$ cat src/rtl/cred_pkg.sv
// ----------------------------------------------------------------------------
// cred_pkg
// shared types and constants for the credential set and permission check
// ----------------------------------------------------------------------------
package cred_pkg;

    localparam int unsigned ID_W     = 32;
    localparam int unsigned REQ_W    = 3;
    localparam int unsigned MODE_W   = 9;
    localparam int unsigned ACCESS_W = 3;

    localparam int unsigned MODE_OWNER_LSB = 6;
    localparam int unsigned MODE_GROUP_LSB = 3;
    localparam int unsigned MODE_OTHER_LSB = 0;

    localparam logic [ID_W-1:0] ROOT_ID = '0;

    typedef enum logic [REQ_W-1:0] {
        REQ_INIT    = 3'd0,
        REQ_SETUID  = 3'd1,
        REQ_SETEUID = 3'd2,
        REQ_SETGID  = 3'd3,
        REQ_SETEGID = 3'd4,
        REQ_CHECK   = 3'd5
    } t_req_type;

    typedef struct packed {
        logic [REQ_W-1:0]    req_type;
        logic [ID_W-1:0]     id_user;
        logic [ID_W-1:0]     id_group;
        logic [MODE_W-1:0]   perm_mode;
        logic [ACCESS_W-1:0] want_access;
    } t_req;

endpackage

$ cat src/rtl/cred_req_if.sv
// ----------------------------------------------------------------------------
// cred_req_if
// request channel: valid/ready handshake with the request fields
// ----------------------------------------------------------------------------
interface cred_req_if;
    import cred_pkg::*;

    logic                valid;
    logic                ready;
    logic [REQ_W-1:0]    req_type;
    logic [ID_W-1:0]     id_user;
    logic [ID_W-1:0]     id_group;
    logic [MODE_W-1:0]   perm_mode;
    logic [ACCESS_W-1:0] want_access;

    modport source (
        output valid, req_type, id_user, id_group, perm_mode, want_access,
        input  ready
    );

    modport sink (
        input  valid, req_type, id_user, id_group, perm_mode, want_access,
        output ready
    );

endinterface

$ cat src/rtl/cred_rsp_if.sv
// ----------------------------------------------------------------------------
// cred_rsp_if
// response channel: valid/ready handshake with the ok flag
// ----------------------------------------------------------------------------
interface cred_rsp_if;

    logic valid;
    logic ready;
    logic ok;

    modport source (
        output valid, ok,
        input  ready
    );

    modport sink (
        input  valid, ok,
        output ready
    );

endinterface

$ cat src/rtl/credential_set_and_permission_check.sv
// ----------------------------------------------------------------------------
// credential_set_and_permission_check
// keeps real, effective and saved user and group ids; applies set requests
// and answers file access checks, one ok flag per request
// ----------------------------------------------------------------------------
// usage
//   i_req carries one request per transfer: type, user id, group id, mode
//   bits and wanted access. o_rsp returns one ok flag per request, in order.
//   a request taken into the request register is decided there by the
//   core, and its result is registered in the response register, from
//   which the response is offered; a stalled o_rsp delays the decision.
//   throughput: one request per cycle while o_rsp is not stalled, set by
//   the single decision stage between the request and response registers,
//   which also updates the credentials so the next request sees them.
//   a stalled o_rsp holds the response; one more request is held in the
//   request register, after which i_req.ready drops until o_rsp drains.
//   reset (synchronous, active low) sets all six ids to 0 (root) and
//   empties both registers.
// ----------------------------------------------------------------------------
module credential_set_and_permission_check
    import cred_pkg::*;
(
    input  logic i_clk,
    input  logic i_rst_n,
    cred_req_if.sink   i_req,
    cred_rsp_if.source o_rsp
);

    logic r_in_valid;
    t_req r_in;
    logic r_out_valid;
    logic r_ok;

    logic proc_fire;
    logic in_fire;
    logic core_ok;

    assign proc_fire   = r_in_valid && (!r_out_valid || o_rsp.ready);
    assign i_req.ready = !r_in_valid || proc_fire;
    assign in_fire     = i_req.valid && i_req.ready;

    cred_core u_core (
        .i_clk   (i_clk),
        .i_rst_n (i_rst_n),
        .i_fire  (proc_fire),
        .i_req   (r_in),
        .o_ok    (core_ok)
    );

    always_ff @(posedge i_clk) begin
        if (!i_rst_n) begin
            r_in_valid  <= 1'b0;
            r_out_valid <= 1'b0;
        end else begin
            if (in_fire) begin
                r_in_valid <= 1'b1;
            end else if (proc_fire) begin
                r_in_valid <= 1'b0;
            end
            if (proc_fire) begin
                r_out_valid <= 1'b1;
            end else if (o_rsp.ready) begin
                r_out_valid <= 1'b0;
            end
        end
    end

    // payload registers
    always_ff @(posedge i_clk) begin
        if (in_fire) begin
            r_in.req_type    <= i_req.req_type;
            r_in.id_user     <= i_req.id_user;
            r_in.id_group    <= i_req.id_group;
            r_in.perm_mode   <= i_req.perm_mode;
            r_in.want_access <= i_req.want_access;
        end
        if (proc_fire) begin
            r_ok <= core_ok;
        end
    end

    assign o_rsp.valid = r_out_valid;
    assign o_rsp.ok    = r_ok;

endmodule

$ cat src/rtl/cred_core.sv
// ----------------------------------------------------------------------------
// cred_core
// credential registers, update rules and access decision for one request
// ----------------------------------------------------------------------------
module cred_core
    import cred_pkg::*;
(
    input  logic i_clk,
    input  logic i_rst_n,
    input  logic i_fire,
    input  t_req i_req,
    output logic o_ok
);

    logic [ID_W-1:0] r_real_user,  n_real_user;
    logic [ID_W-1:0] r_eff_user,   n_eff_user;
    logic [ID_W-1:0] r_saved_user, n_saved_user;
    logic [ID_W-1:0] r_real_group, n_real_group;
    logic [ID_W-1:0] r_eff_group,  n_eff_group;
    logic [ID_W-1:0] r_saved_group, n_saved_group;

    logic                priv;
    logic [ACCESS_W-1:0] triplet;
    logic                ok;

    assign priv = (r_eff_user == ROOT_ID);

    always_comb begin
        if (r_eff_user == i_req.id_user) begin
            triplet = i_req.perm_mode[MODE_OWNER_LSB +: ACCESS_W];
        end else if (r_eff_group == i_req.id_group) begin
            triplet = i_req.perm_mode[MODE_GROUP_LSB +: ACCESS_W];
        end else begin
            triplet = i_req.perm_mode[MODE_OTHER_LSB +: ACCESS_W];
        end
    end

    always_comb begin
        n_real_user   = r_real_user;
        n_eff_user    = r_eff_user;
        n_saved_user  = r_saved_user;
        n_real_group  = r_real_group;
        n_eff_group   = r_eff_group;
        n_saved_group = r_saved_group;
        ok            = 1'b0;
        unique case (i_req.req_type)
            REQ_INIT: begin
                n_real_user   = i_req.id_user;
                n_eff_user    = i_req.id_user;
                n_saved_user  = i_req.id_user;
                n_real_group  = i_req.id_group;
                n_eff_group   = i_req.id_group;
                n_saved_group = i_req.id_group;
                ok            = 1'b1;
            end
            REQ_SETUID: begin
                if (priv) begin
                    n_real_user  = i_req.id_user;
                    n_eff_user   = i_req.id_user;
                    n_saved_user = i_req.id_user;
                    ok           = 1'b1;
                end else if ((i_req.id_user == r_real_user) ||
                             (i_req.id_user == r_saved_user)) begin
                    n_eff_user = i_req.id_user;
                    ok         = 1'b1;
                end
            end
            REQ_SETEUID: begin
                if (priv || (i_req.id_user == r_real_user) ||
                    (i_req.id_user == r_eff_user) ||
                    (i_req.id_user == r_saved_user)) begin
                    n_eff_user = i_req.id_user;
                    ok         = 1'b1;
                end
            end
            REQ_SETGID: begin
                if (priv) begin
                    n_real_group  = i_req.id_user;
                    n_eff_group   = i_req.id_user;
                    n_saved_group = i_req.id_user;
                    ok            = 1'b1;
                end else if ((i_req.id_user == r_real_group) ||
                             (i_req.id_user == r_saved_group)) begin
                    n_eff_group = i_req.id_user;
                    ok          = 1'b1;
                end
            end
            REQ_SETEGID: begin
                if (priv || (i_req.id_user == r_real_group) ||
                    (i_req.id_user == r_eff_group) ||
                    (i_req.id_user == r_saved_group)) begin
                    n_eff_group = i_req.id_user;
                    ok          = 1'b1;
                end
            end
            REQ_CHECK: begin
                ok = priv || ((triplet & i_req.want_access) == i_req.want_access);
            end
            default: begin
                ok = 1'b0;
            end
        endcase
    end

    assign o_ok = ok;

    always_ff @(posedge i_clk) begin
        if (!i_rst_n) begin
            r_real_user   <= '0;
            r_eff_user    <= '0;
            r_saved_user  <= '0;
            r_real_group  <= '0;
            r_eff_group   <= '0;
            r_saved_group <= '0;
        end else if (i_fire) begin
            r_real_user   <= n_real_user;
            r_eff_user    <= n_eff_user;
            r_saved_user  <= n_saved_user;
            r_real_group  <= n_real_group;
            r_eff_group   <= n_eff_group;
            r_saved_group <= n_saved_group;
        end
    end

endmodule

$ cat src/flat_wrapper.sv
// flat-port wrapper written by rule: the top's interface ports become plain ports
module credential_set_and_permission_check_flat import cred_pkg::*;
  (i_clk, i_rst_n, i_req_valid, i_req_req_type, i_req_id_user, i_req_id_group, i_req_perm_mode, i_req_want_access, i_req_ready, o_rsp_valid, o_rsp_ok, o_rsp_ready);
  cred_req_if i_req_i ();
  cred_rsp_if o_rsp_i ();
  input  logic i_clk;
  input  logic i_rst_n;
  input wire logic [$bits(i_req_i.valid)-1:0] i_req_valid;
  input wire logic [$bits(i_req_i.req_type)-1:0] i_req_req_type;
  input wire logic [$bits(i_req_i.id_user)-1:0] i_req_id_user;
  input wire logic [$bits(i_req_i.id_group)-1:0] i_req_id_group;
  input wire logic [$bits(i_req_i.perm_mode)-1:0] i_req_perm_mode;
  input wire logic [$bits(i_req_i.want_access)-1:0] i_req_want_access;
  output wire logic [$bits(i_req_i.ready)-1:0] i_req_ready;
  output wire logic [$bits(o_rsp_i.valid)-1:0] o_rsp_valid;
  output wire logic [$bits(o_rsp_i.ok)-1:0] o_rsp_ok;
  input wire logic [$bits(o_rsp_i.ready)-1:0] o_rsp_ready;
  assign i_req_i.valid = i_req_valid;
  assign i_req_i.req_type = i_req_req_type;
  assign i_req_i.id_user = i_req_id_user;
  assign i_req_i.id_group = i_req_id_group;
  assign i_req_i.perm_mode = i_req_perm_mode;
  assign i_req_i.want_access = i_req_want_access;
  assign i_req_ready = i_req_i.ready;
  assign o_rsp_valid = o_rsp_i.valid;
  assign o_rsp_ok = o_rsp_i.ok;
  assign o_rsp_i.ready = o_rsp_ready;
  credential_set_and_permission_check u_core (.i_clk(i_clk), .i_rst_n(i_rst_n), .i_req(i_req_i), .o_rsp(o_rsp_i));
endmodule
$ cat config.mk
export PLATFORM = sky130hd
export DESIGN_NAME = credential_set_and_permission_check_flat
export DESIGN_NICKNAME = d
export VERILOG_FILES = /design/src/rtl/cred_pkg.sv /design/src/rtl/cred_req_if.sv /design/src/rtl/cred_rsp_if.sv /design/src/rtl/credential_set_and_permission_check.sv /design/src/rtl/cred_core.sv /design/src/flat_wrapper.sv
export SDC_FILE = /design/constraint.sdc
export NUM_CORES = 1
export LEC_CHECK = 0
export BUFFER_PORTS_ARGS = -buffer_cell sky130_fd_sc_hd__buf_2
export CAP_MARGIN = 20
export CORE_MARGIN = 8
export CORE_UTILIZATION = 30
export CTS_CLUSTER_DIAMETER = 30
export DETAILED_ROUTE_END_ITERATION = 16
export GPL_TIMING_DRIVEN = 0
export SLEW_MARGIN = 20
export SYNTH_ARGS = -nofsm -noshare
export SYNTH_HDL_FRONTEND = slang
export SYNTH_SLANG_ARGS = --single-unit
$ cat constraint.sdc
create_clock -name i_clk -period 3.25 [get_ports i_clk]
set_input_delay 0.65 -clock i_clk [delete_from_list [all_inputs] [get_ports i_clk]]
set_output_delay 0.65 -clock i_clk [all_outputs]
set_load 0.1 [all_outputs]
After elaboration in Yosys (flattened, before gate mapping)
Index checks and enable logic that the tools add are counted. Widths: inputs -> output; s select.

Shifts and indexed selects: 0. Bitwise operators: 1. Divide/modulo/power cells: 0. Reductions and logical operators: 25. Multiplexer cells: 24. Add/sub/neg operators: 0. Multipliers: 0. Order comparisons: 0. Eq/ne operators: 18.

Operators by type and width (number): $mux 32 (7); $eq 32x32->1 (6); $pmux 32 s3 (2); $pmux 32 s2 (2); $logic_not 32->1 (1); $mux 1 (10); $logic_or 1x1->1 (9); $ne 2x2->1 const B (4); $reduce_and 4->1 (2); $reduce_bool 2->1 (4); $eq 3x2->1 const B (2); $eq 3x3->1 const B (2); $mux 3 (2); $ne 3x3->1 const B (2); $pmux 1 s6 (1); $reduce_and 3->1 (2); $reduce_bool 3->1 (2); $and 3x3->3 (1); $eq 3x1->1 const B (1); $eq 3x3->1 (1); $logic_not 3->1 (1); $logic_and 1x1->1 (2); $logic_not 1->1 (2).

Input bits: 83. Output and inout port bits: 3. Memory bits (writable): 0. Memories: 0. Register bits after elaboration: 210. Memory bits (read-only): 0. Latch bits: 0. Word-level logic and storage cells: 80.

Longest topological paths before layout
Word-level depth: 7. Mapped depth: 9. Mapped depth without buffers: 7.

Modules after synthesis
From an unflattened synthesis, not the netlist that was laid out.

Cell total of the unflattened synthesis: 946. Area, all modules: 10008.3 um2.

By module, submodules not included: cred_core (sequential area each 2562.5 um2, area each 7502.2 um2, times used 1, cells an instance 857); credential_set_and_permission_check (sequential area each 2442.3 um2, area each 2506.2 um2, times used 1, cells an instance 89).

Least setup slack after synthesis
Ideal clock, no wire load.

Path kind: reg-to-reg. Start point: register u_core.r_out_valid (netlist: u_core.o_rsp.valid). End point: register u_core.r_in[0] (netlist name), enable pin. Stages on the path, launching flop included: 4. Required time: 2804 ps. Arrival time: 3576 ps. Library setup time: 446 ps. Path buffers: 0. Clock period less this slack: 4021 ps. Path slack: -771 ps. Cells stage by stage: dfxtp_1 > nor2b_1 > nand2_1 > and2_1.

Longest elaborated chain between the ends: 5.

RTL lines: from (decl) (line credential_set_and_permission_check.sv:31) `logic r_out_valid;`; from (signal assigned) (line credential_set_and_permission_check.sv:53) `r_out_valid <= 1'b0;`; from (signal assigned) (line credential_set_and_permission_check.sv:61) `r_out_valid <= 1'b1;`; from (signal assigned) (line credential_set_and_permission_check.sv:63) `r_out_valid <= 1'b0;`; $logic_not 1->1 (line credential_set_and_permission_check.sv:38) `assign proc_fire = r_in_valid && (!r_out_valid || o_rsp.ready);`; $logic_or 1x1->1 (line credential_set_and_permission_check.sv:38); $logic_and 1x1->1 (line credential_set_and_permission_check.sv:38); $logic_or 1x1->1 (line credential_set_and_permission_check.sv:39) `assign i_req.ready = !r_in_valid || proc_fire;`; via i_req_ready (line flat_wrapper.sv:14) `output wire logic [$bits(i_req_i.ready)-1:0] i_req_ready;`; $logic_and 1x1->1 (line credential_set_and_permission_check.sv:40) `assign in_fire = i_req.valid && i_req.ready;`; via u_core.in_fire (line credential_set_and_permission_check.sv:35) `logic in_fire;`; to (decl) (line credential_set_and_permission_check.sv:30) `t_req r_in;`.

The timed path passes the listed nets, and every way through them passes these cells. A chain may end at the register's enable or synchronous reset.

Worst setup path in the final report
Start point: register u_core.r_in[76] (netlist name). End point: register u_core.u_core.r_eff_group[2].

Longest elaborated chain between the ends: 3. Elaborated cells on any way between the ends: 8. Those cells by class: eq/ne (4); mux (1); reduce/logical (3).

RTL lines: $eq 3x2->1, or another cell as far along (line cred_core.sv:46) `unique case (i_req.req_type)`; $ne 3x3->1 (no source line), or another cell as far along; $reduce_and 4->1 (no source line); to (signal assigned) (line cred_core.sv:120) `r_eff_group <= n_eff_group;`; to (decl) (line cred_core.sv:19) `logic [ID_W-1:0] r_eff_group, n_eff_group;`.

Several ways; a longest one is shown, not always the timed one.

==> flow_summary.json <==
{
  "clk_latency_ps": 540,
  "setup_slack_ps": 281.3,
  "grt_pass1_vias": 8143,
  "cp.depth": 9,
  "cts_buffers": 52,
  "io_buffers": 85,
  "setup-tns-final_ps": 0,
  "ant_nets": 0,
  "critical_path_class": "flip-flop to flip-flop",
  "rsz0062_at_grt": "no",
  "postLayoutCoreUtil_pct": 38.60,
  "cellPowerDensity_mw_per_mm2": 698.2,
  "ys_seq_area_share_pct": 48.41,
  "htreeDepth": 2,
  "totalPowerFinal_mw": 9.217,
  "cap_violations": 0,
  "synth_area_leader_cell": "dfxtp_1",
  "gp_congestion": 0.8712,
  "ys_ff_latch": 210,
  "synth_area_leaders": "dfxtp_1 25%, edfxtp_1 23%, xnor2_1 14%, mux2i_1 6.3%, a21oi_1 3.3%",
  "core_area_sq_mm": 0.03420,
  "synthArstFlopShare_pct": 0,
  "grt_max_degree": 56,
  "area_growth_pct": 27.71,
  "whs_ps": 279.6,
  "std_cell_rows": 68,
  "wl_per_cell_um": 18.81,
  "required_ps": 3650,
  "die-area_sq_mm": 0.04065,
  "worstMarginPinSlew_ps": 856.4,
  "cts_root_buffer": "clkbuf_16",
  "initial_core_util_pct": 30.22,
  "power.leakage_nw": 4.675,
  "slew-limit-headroom_pct": 42.38,
  "antenna_found_initial": 0,
  "dp_hpwl_um": 22490,
  "wirelength_um": 30660,
  "fin_crit_sh_pct": 91.34,
  "min_to": "u_core.r_in[63]",
  "hold-path-cell-count": 1,
  "rrSetupSlack_ps": 280,
  "placed_area_sq_mm": 0.01136,
  "r2r-start": "u_core.r_in[76]",
  "critPathMaxFanout": 10,
  "synth_cell_types": 39,
  "drc": 0,
  "die_h_um": 201.6,
  "timing.rr.end": "u_core.u_core.r_eff_group[2]",
  "drive_above_1_share_pct": 23.06,
  "drt-pass1-iter-count": 7,
  "yosysWarnings": 0,
  "dieWidth_um": 201.6,
  "final_max_slew_viol_count": 0,
  "end_kind": "flip-flop",
  "drt_iter0_drc": 609,
  "clockBufferDepth": 3,
  "finalCriticalPeriod_ps": 2969,
  "start_kind": "flip-flop",
  "syn_nets": 1074,
  "crit_slowest_cell": "a21boi_1",
  "min_from": "i_req_id_user[19]",
  "overflow": 0,
  "postLayoutCellArea_sq_mm": 0.01320,
  "cts-hold-fix-buffers": 0,
  "dp_slack_ps": -172.2,
  "cp_cell_sequence": "buf_6, and2_1, nand2b_1, clkbuf_1, a21boi_1, buf_2, mux2i_1, o21a_1, nor3_2",
  "reg2reg_depth": 9,
  "io_pins": 86,
  "synth_edf_count": 80,
  "track_usage_pct": 14.61,
  "crit_arrival_ps": 3360,
  "clock.fmax_mhz": 336.9,
  "cts.sinks": 210,
  "final-hold-violation-count": 0,
  "vias_per_cell": 4.906,
  "critical_path.max_stage_delay_ps": 680,
  "postSynthAreaPerCell_sq_um": 10.43,
  "tritoncts": "done",
  "min_path_type": "primary input to flip-flop",
  "final_cells": 1630,
  "diodes": 0,
  "synth_top_area_share_pct": 25.18,
  "status": "completed",
  "nNetsFinal": 1215,
  "fill_cells": 3409,
  "finClkSkew_ps": 14.05,
  "setup_viol": 0,
  "critPathTopFamily": "buffers and inverters",
  "clk_pin_slew_ps": 50,
  "ir_drop_v": 0.0004080,
  "dr_total_vias": 7997,
  "crit_buf_inv": 3,
  "dp.cells": 1532,
  "synth-main-ff-cell": "dfxtp_1",
  "netlist_instances": 991,
  "syn-cell-area_sq_mm": 0.01034,
  "grt_pass1_wl_um": 46920
}
## worst reg2reg max path: stages, from the launching register on
cell	delay (ps)
edfxtp_1	370
buf_6	160
and2_1	230
nand2b_1	100
clkbuf_1	410
a21boi_1	680
buf_2	450
mux2i_1	240
o21a_1	150
nor3_2	40
## what timing repair did
item	CTS	global route
buffers inserted	1	0
resized for setup	0	1
endpoints found under the setup margin	32	6
pin swaps	1	0
## final cells by class
type / count / area (sq um) / area share [%]
Buffer: 94 / 583.1 / 4.417
Clock buffer: 64 / 1440 / 10.91
Clock inverter: 33 / 372.9 / 2.824
Inverter: 5 / 18.77 / 0.1422
Multi-Input combinational cell: 682 / 4740 / 35.90
Sequential cell: 210 / 5005 / 37.91
Tap cell: 455 / 569.3 / 4.312
Timing Repair Buffer: 87 / 473.0 / 3.583
## Yosys cell counts (2+ instances only)
master and n:
a2111oi_4 2, edfxtp_1 80, nor4_1 17, nor2_1 36, o21a_1 32, o22ai_1 4
nand2_1 68, buf_6 24, a21boi_1 2, inv_1 5, nand2b_1 2, and2_1 2
nor2b_1 3, a211oi_1 33, buf_2 23, nand3_1 33, nor3_2 34, o21bai_1 2
nor3_1 33, o21ai_0 33, buf_4 3, dfxtp_1 130, clkbuf_1 42, nor4_2 2
nand4_1 42, a21oi_1 68, mux2i_1 65, xnor2_1 160
## placed cells by master, fill, tap and decap left out, types with 33 or more instances in the layout
cell | synthesis | routed
a21oi_1 | 68 | 68
nand4_1 | 42 | 42
mux2i_1 | 65 | 65
nor3_2 | 34 | 33
edfxtp_1 | 80 | 80
buf_2 | 23 | 108
o21ai_0 | 33 | 33
clkbuf_1 | 42 | 48
nor2_1 | 36 | 36
nor3_1 | 33 | 33
a211oi_1 | 33 | 33
clkbuf_16 | 0 | 55
xnor2_1 | 160 | 160
nand3_1 | 33 | 33
dfxtp_1 | 130 | 130
nand2_1 | 68 | 68
## routing by layer
metal	up-vias	part of all wire [%]	track usage (%)	wire length, um
li1	3823	-	-	-
met1	3862	42	17.76	12910
met2	235	49	24.79	15130
met3	77	4.7	2.847	1445
met4	0	3.8	6.392	1172
met5	-	0	0	0
## kinds of logic (layout without fill, tap and decap cells)
| kind of cell | count (synthesis) | in the layout | share of synthesized area (%) |
|---|---|---|---|
| AO/OA/AOI/OAI | 179 | 179 | 10.95 |
| flip-flops | 210 | 210 | 48.41 |
| AND/OR/NAND/NOR | 278 | 278 | 14.96 |
| XOR/XNOR | 160 | 160 | 13.56 |
| multiplexers | 65 | 65 | 6.294 |
| buffers and inverters | 99 | 283 | 5.822 |
## state kept, by name, summed over array words and instances, names as in the netlist
| signal | count |
|---|---|
| u_core.o_rsp.valid | 1 |
| u_core.u_core.r_saved_group | 32 |
| u_core.u_core.r_eff_group | 32 |
| u_core.o_rsp.ok | 1 |
| u_core.r_in | 79 |
| u_core.u_core.r_eff_user | 32 |
| u_core.r_in_valid | 1 |
| u_core.u_core.r_saved_user | 32 |
## how the worst max path moves through the flow
stage / start / to / slack (ps)
detailed placement: u_core.r_in[74] / u_core.u_core.r_eff_group[14] / -170
CTS: u_core.r_in[52] / u_core.u_core.r_eff_group[6] / 130
floorplan: u_core.o_rsp.valid / u_core.r_in[0] / 60
finish: u_core.r_in[76] / u_core.u_core.r_eff_group[2] / 280
global placement: u_core.r_in[47] / u_core.u_core.r_eff_group[14] / -240
global route: u_core.r_in[76] / u_core.u_core.r_eff_group[7] / 100
## where the power goes
part           internal (mW)  leakage (nW)  switching [mW]
combinational          0.379          1.97           0.596
sequential              2.88          1.83           0.104
clock                   3.62         0.872            1.64
No activity file was read; power rests on OpenSTA's default activity.
